===== src/lattice_boltzmann_d1q2_diffusion_core_defines.svh =====
// ---------------------------------------------------------------------------
// Assertion macros for the D1Q2 diffusion core
// Shared property shorthands, each checked on the rising clock edge and
// disabled while the asynchronous reset is asserted.
// ---------------------------------------------------------------------------
`ifndef LATTICE_BOLTZMANN_D1Q2_DIFFUSION_CORE_DEFINES_SVH
`define LATTICE_BOLTZMANN_D1Q2_DIFFUSION_CORE_DEFINES_SVH

// The consequent must hold in the same cycle as the antecedent.
`define LBD_ASSERT_SAME(label, clk, rst_n, ante, cons, msg) \
  label: assert property (@(posedge clk) disable iff (!rst_n) (ante) |-> (cons)) \
    else $error(msg);

// The consequent must hold in the cycle after the antecedent.
`define LBD_ASSERT_NEXT(label, clk, rst_n, ante, cons, msg) \
  label: assert property (@(posedge clk) disable iff (!rst_n) (ante) |=> (cons)) \
    else $error(msg);

`endif


===== src/lbd_ram.sv =====
// ---------------------------------------------------------------------------
// Simple dual-port RAM
// One write port and one read port, with the read data registered.
// ---------------------------------------------------------------------------
module lbd_ram #(
  parameter int WIDTH = 24,
  parameter int DEPTH = 128
) (
  input  logic                     clk_i,
  input  logic                     we_i,
  input  logic [$clog2(DEPTH)-1:0] waddr_i,
  input  logic [WIDTH-1:0]         wdata_i,
  input  logic [$clog2(DEPTH)-1:0] raddr_i,
  output logic [WIDTH-1:0]         rdata_o
);

  logic [WIDTH-1:0] mem_q [DEPTH];
  logic [WIDTH-1:0] rdata_q;

  // Write port and registered read port.
  always_ff @(posedge clk_i) begin
    if (we_i) begin
      mem_q[waddr_i] <= wdata_i;
    end
    rdata_q <= mem_q[raddr_i];
  end

  assign rdata_o = rdata_q;

endmodule


===== config.mk =====
export PLATFORM = sky130hd
export DESIGN_NAME = lbd_ram
export DESIGN_NICKNAME = d
export VERILOG_FILES = /design/src/lattice_boltzmann_d1q2_diffusion_core_defines.svh /design/src/lbd_ram.sv
export SDC_FILE = /design/constraint.sdc
export NUM_CORES = 2
export LEC_CHECK = 0
export BUFFER_PORTS_ARGS = -buffer_cell sky130_fd_sc_hd__buf_4
export CORE_UTILIZATION = 45
export DETAILED_ROUTE_END_ITERATION = 8
export HOLD_SLACK_MARGIN = 0.02
export PLACE_DENSITY = 0.58
export SLEW_MARGIN = 10
export SYNTH_ARGS = -nofsm -noshare
export SYNTH_HDL_FRONTEND = slang
export SYNTH_SLANG_ARGS = --single-unit

===== constraint.sdc =====
create_clock -name clk_i -period 5.44 [get_ports clk_i]
set_input_delay 1.088 -clock clk_i [delete_from_list [all_inputs] [get_ports clk_i]]
set_output_delay 1.088 -clock clk_i [all_outputs]
set_load 0.05 [all_outputs]

==> summary.txt <==
final setup skew: 40.7 ps
clk root buf: clkbuf_16
1st-iter DRT viols: 6760
final wirelength: 312 mm
final setup TNS: 0 ps
DR WL/cell: 36.2 um
gpl congestion: 0.834
Clock Pin Slew Worst Setup and Hold Paths: 60 ps
Syn Std Cell Area: 0.117 mm^2
Synth Flop Type: edfxtp_1
Crit Path Class: primary input to flop
arrival time at the worst endpoint: 4210 ps
row count: 187
largest net degree at the start of global routing: 98
layout cell share with drive strength beyond 1: 0.373
Reg2Reg Setup Slack: 2870 ps
cell taking the most area after synthesis: edfxtp_1
list of most frequent post-synthesis cells: 3072 x edfxtp_1, 1008 x mux4_2, 151 x clkbuf_1
vias in the first global route: 53800
Final min period: 3390 ps
Worst IR Drop VDD: 0.266 mV
Tcrit/Tclk final: 0.624
cts bufs inserted: 329
CTS tree: built
port bufs: 63
cells taking the most area after synthesis: edfxtp_1 79%, mux4_2 19%, clkbuf_1 0.48%, dfxtp_1 0.41%, nor2_1 0.39%
Min-Delay Startpoint: wdata_i[14]
dpl cell area: 0.125 mm^2
Hold Violations, Final: 0
R2R Path Start: mem_q[63][15]
final setup margin: 2050 ps
Leak: 41.4 nW
Worst EP required: 6260 ps
Clk Latency, worst-skew pair: 960 ps
Nets: 4998
first-pass GRT wire length: 434 mm
status: finished, final reports clean
Critical Path Fanout Max: 30
CTS H-tree lvls: 5
DR DRC count: 0
critical path endpoint category: flop
detailed placement HPWL: 178 mm
Pre-antenna DRT Iters: 5
CTS resizes: 0
Finished Cell Area: 0.135 mm^2
Finished Core Util: 0.519
post-synth top area share: 0.786
Synth-to-Final Area Change: 14.8%
GRT Resource Usage Total: 0.240
Starting Density: 0.452
pwr/cell area: 376 mW/mm^2
Mean Syn Cell Area: 25.9 um^2
Place WS: 1090 ps
r2r worst-path depth: 4
Gate Count Post-Synth: 4538
initial antenna violation count: 48
RSZ-0062 raised after global routing: no
number of vias per cell: 6.21
Vias: 53500
Ys Warns: 0
Die Y: 513 um
Post-CTS Hold Fix Bufs: 0
max cap viols: 0
Worst Hold Class: primary input to flop
Die Width: 513 um
Core ar.: 0.259 mm^2
clk buf depth: 4
Slew headroom: 0.177
Slew @ Worst Pin: 1230 ps
Post-synth EDFFs: 3072
Seq/Total Area, Yosys: 0.790
fraction of registers with async set or reset after synthesis: 0
Startpoint Class: primary input
Clock Sink Count: 3096
die area: 0.263 mm^2
count leader, synth: edfxtp_1
non-filler cells, final: 8617
Max Clk Rate: 295 MHz
# setup viols final: 0
DRT antenna net count: 0
Remaining Overflow, GRT: 0
Post-CTS Setup Bufs: 0
hold depth: 1
Post-Place Cells: 8029
Synth Net Count: 4578
Yosys cell types: 16
worst flop-to-flop path endpoint: rdata_o[15]
# IOs: 64
Final Max Slew Viols: 0
number of synthesized register bits: 3096
Worst Hold End: mem_q[105][14]
==> per-layer routing <==
layer / part of all wire / up-vias / GRT usage
li1: - / 20800 / -
met1: 0.41 / 29800 / 0.346
met2: 0.48 / 2438 / 0.377
met3: 0.085 / 405 / 0.0417
met4: 0.030 / 10 / 0.0714
met5: 0.00020 / - / 0
==> cells by family (layout without fill, tap and decap cells) <==
group	after synthesis	in the layout	share of synthesized area
other	0	15	0
buffers and inverters	240	902	0.00838
and+or+nand+nor	170	170	0.00594
DFF	3096	3096	0.790
muxes	1032	1032	0.196
==> placed cells by master (no fill, tap or decap) <==
| master | count |
|---|---|
| buf_12 | 41 |
| buf_16 | 1 |
| buf_4 | 284 |
| buf_8 | 3 |
| bufinv_16 | 27 |
| clkbuf_1 | 55 |
| clkbuf_16 | 337 |
| clkbuf_8 | 6 |
| clkinv_1 | 74 |
| clkinv_2 | 59 |
| clkinvlp_4 | 8 |
| dfxtp_1 | 24 |
| diode_2 | 15 |
| edfxtp_1 | 3072 |
| inv_6 | 7 |
| mux2_2 | 24 |
| mux4_2 | 1008 |
| nand2_1 | 11 |
| nand2_2 | 3 |
| nand2b_1 | 2 |
| nand3_1 | 8 |
| nand3_2 | 4 |
| nand4_1 | 3 |
| nor2_1 | 3 |
| nor2_2 | 23 |
| nor2_4 | 96 |
| nor2b_1 | 7 |
| nor3_2 | 9 |
| or3_1 | 1 |
==> layout make-up <==
type,count,area (um^2)
Timing Repair Buffer,329,3030
Clock buffer,398,8720
Multi-Input combinational cell,1202,24500
Tap cell,3402,4260
Sequential cell,3096,92700
Antenna cell,15,37.5
Clock inverter,175,1510
Fill cell,19600,125000
==> how the worst max path moves through the flow <==
stage                        end  startpoint  cells past startpoint  slack, ps
floorplan           mem_q[98][0]        we_i                      3       1680
finish               rdata_o[13]  raddr_i[0]                      7       2050
CTS                   rdata_o[7]  raddr_i[0]                      7       2090
detailed placement    rdata_o[7]  raddr_i[0]                      7       1090
global placement      rdata_o[7]  raddr_i[0]                      7       1090
global route         rdata_o[12]  raddr_i[0]                      7       2010
==> stage by stage <==
stage	hold slack, ps	total power (W)
after global routing	590	0.0520
after CTS	568	0.0511
final	628	0.0507
after floorplan	1070	0.0283
after detailed placement	1120	0.0297
after global placement	1110	0.0297
==> critical path, cell delays in order <==
cell and delay [ps]:
buf_16 260, buf_12 270, buf_12 290, mux4_2 550
mux4_2 600, mux4_2 700, mux2_2 340
==> power breakdown <==
part           leakage (nW)  switching (W)  internal, W
Combinational          8.52        0.00171      0.00101
Sequential             27.8       0.000116       0.0263
Clock                  5.02        0.00892       0.0126
==> registers in the layout, summed over array words and instances (netlist names) <==
register and cells:
mem_q 3072, rdata_o 24
No activity file was read; power rests on OpenSTA's default activity.
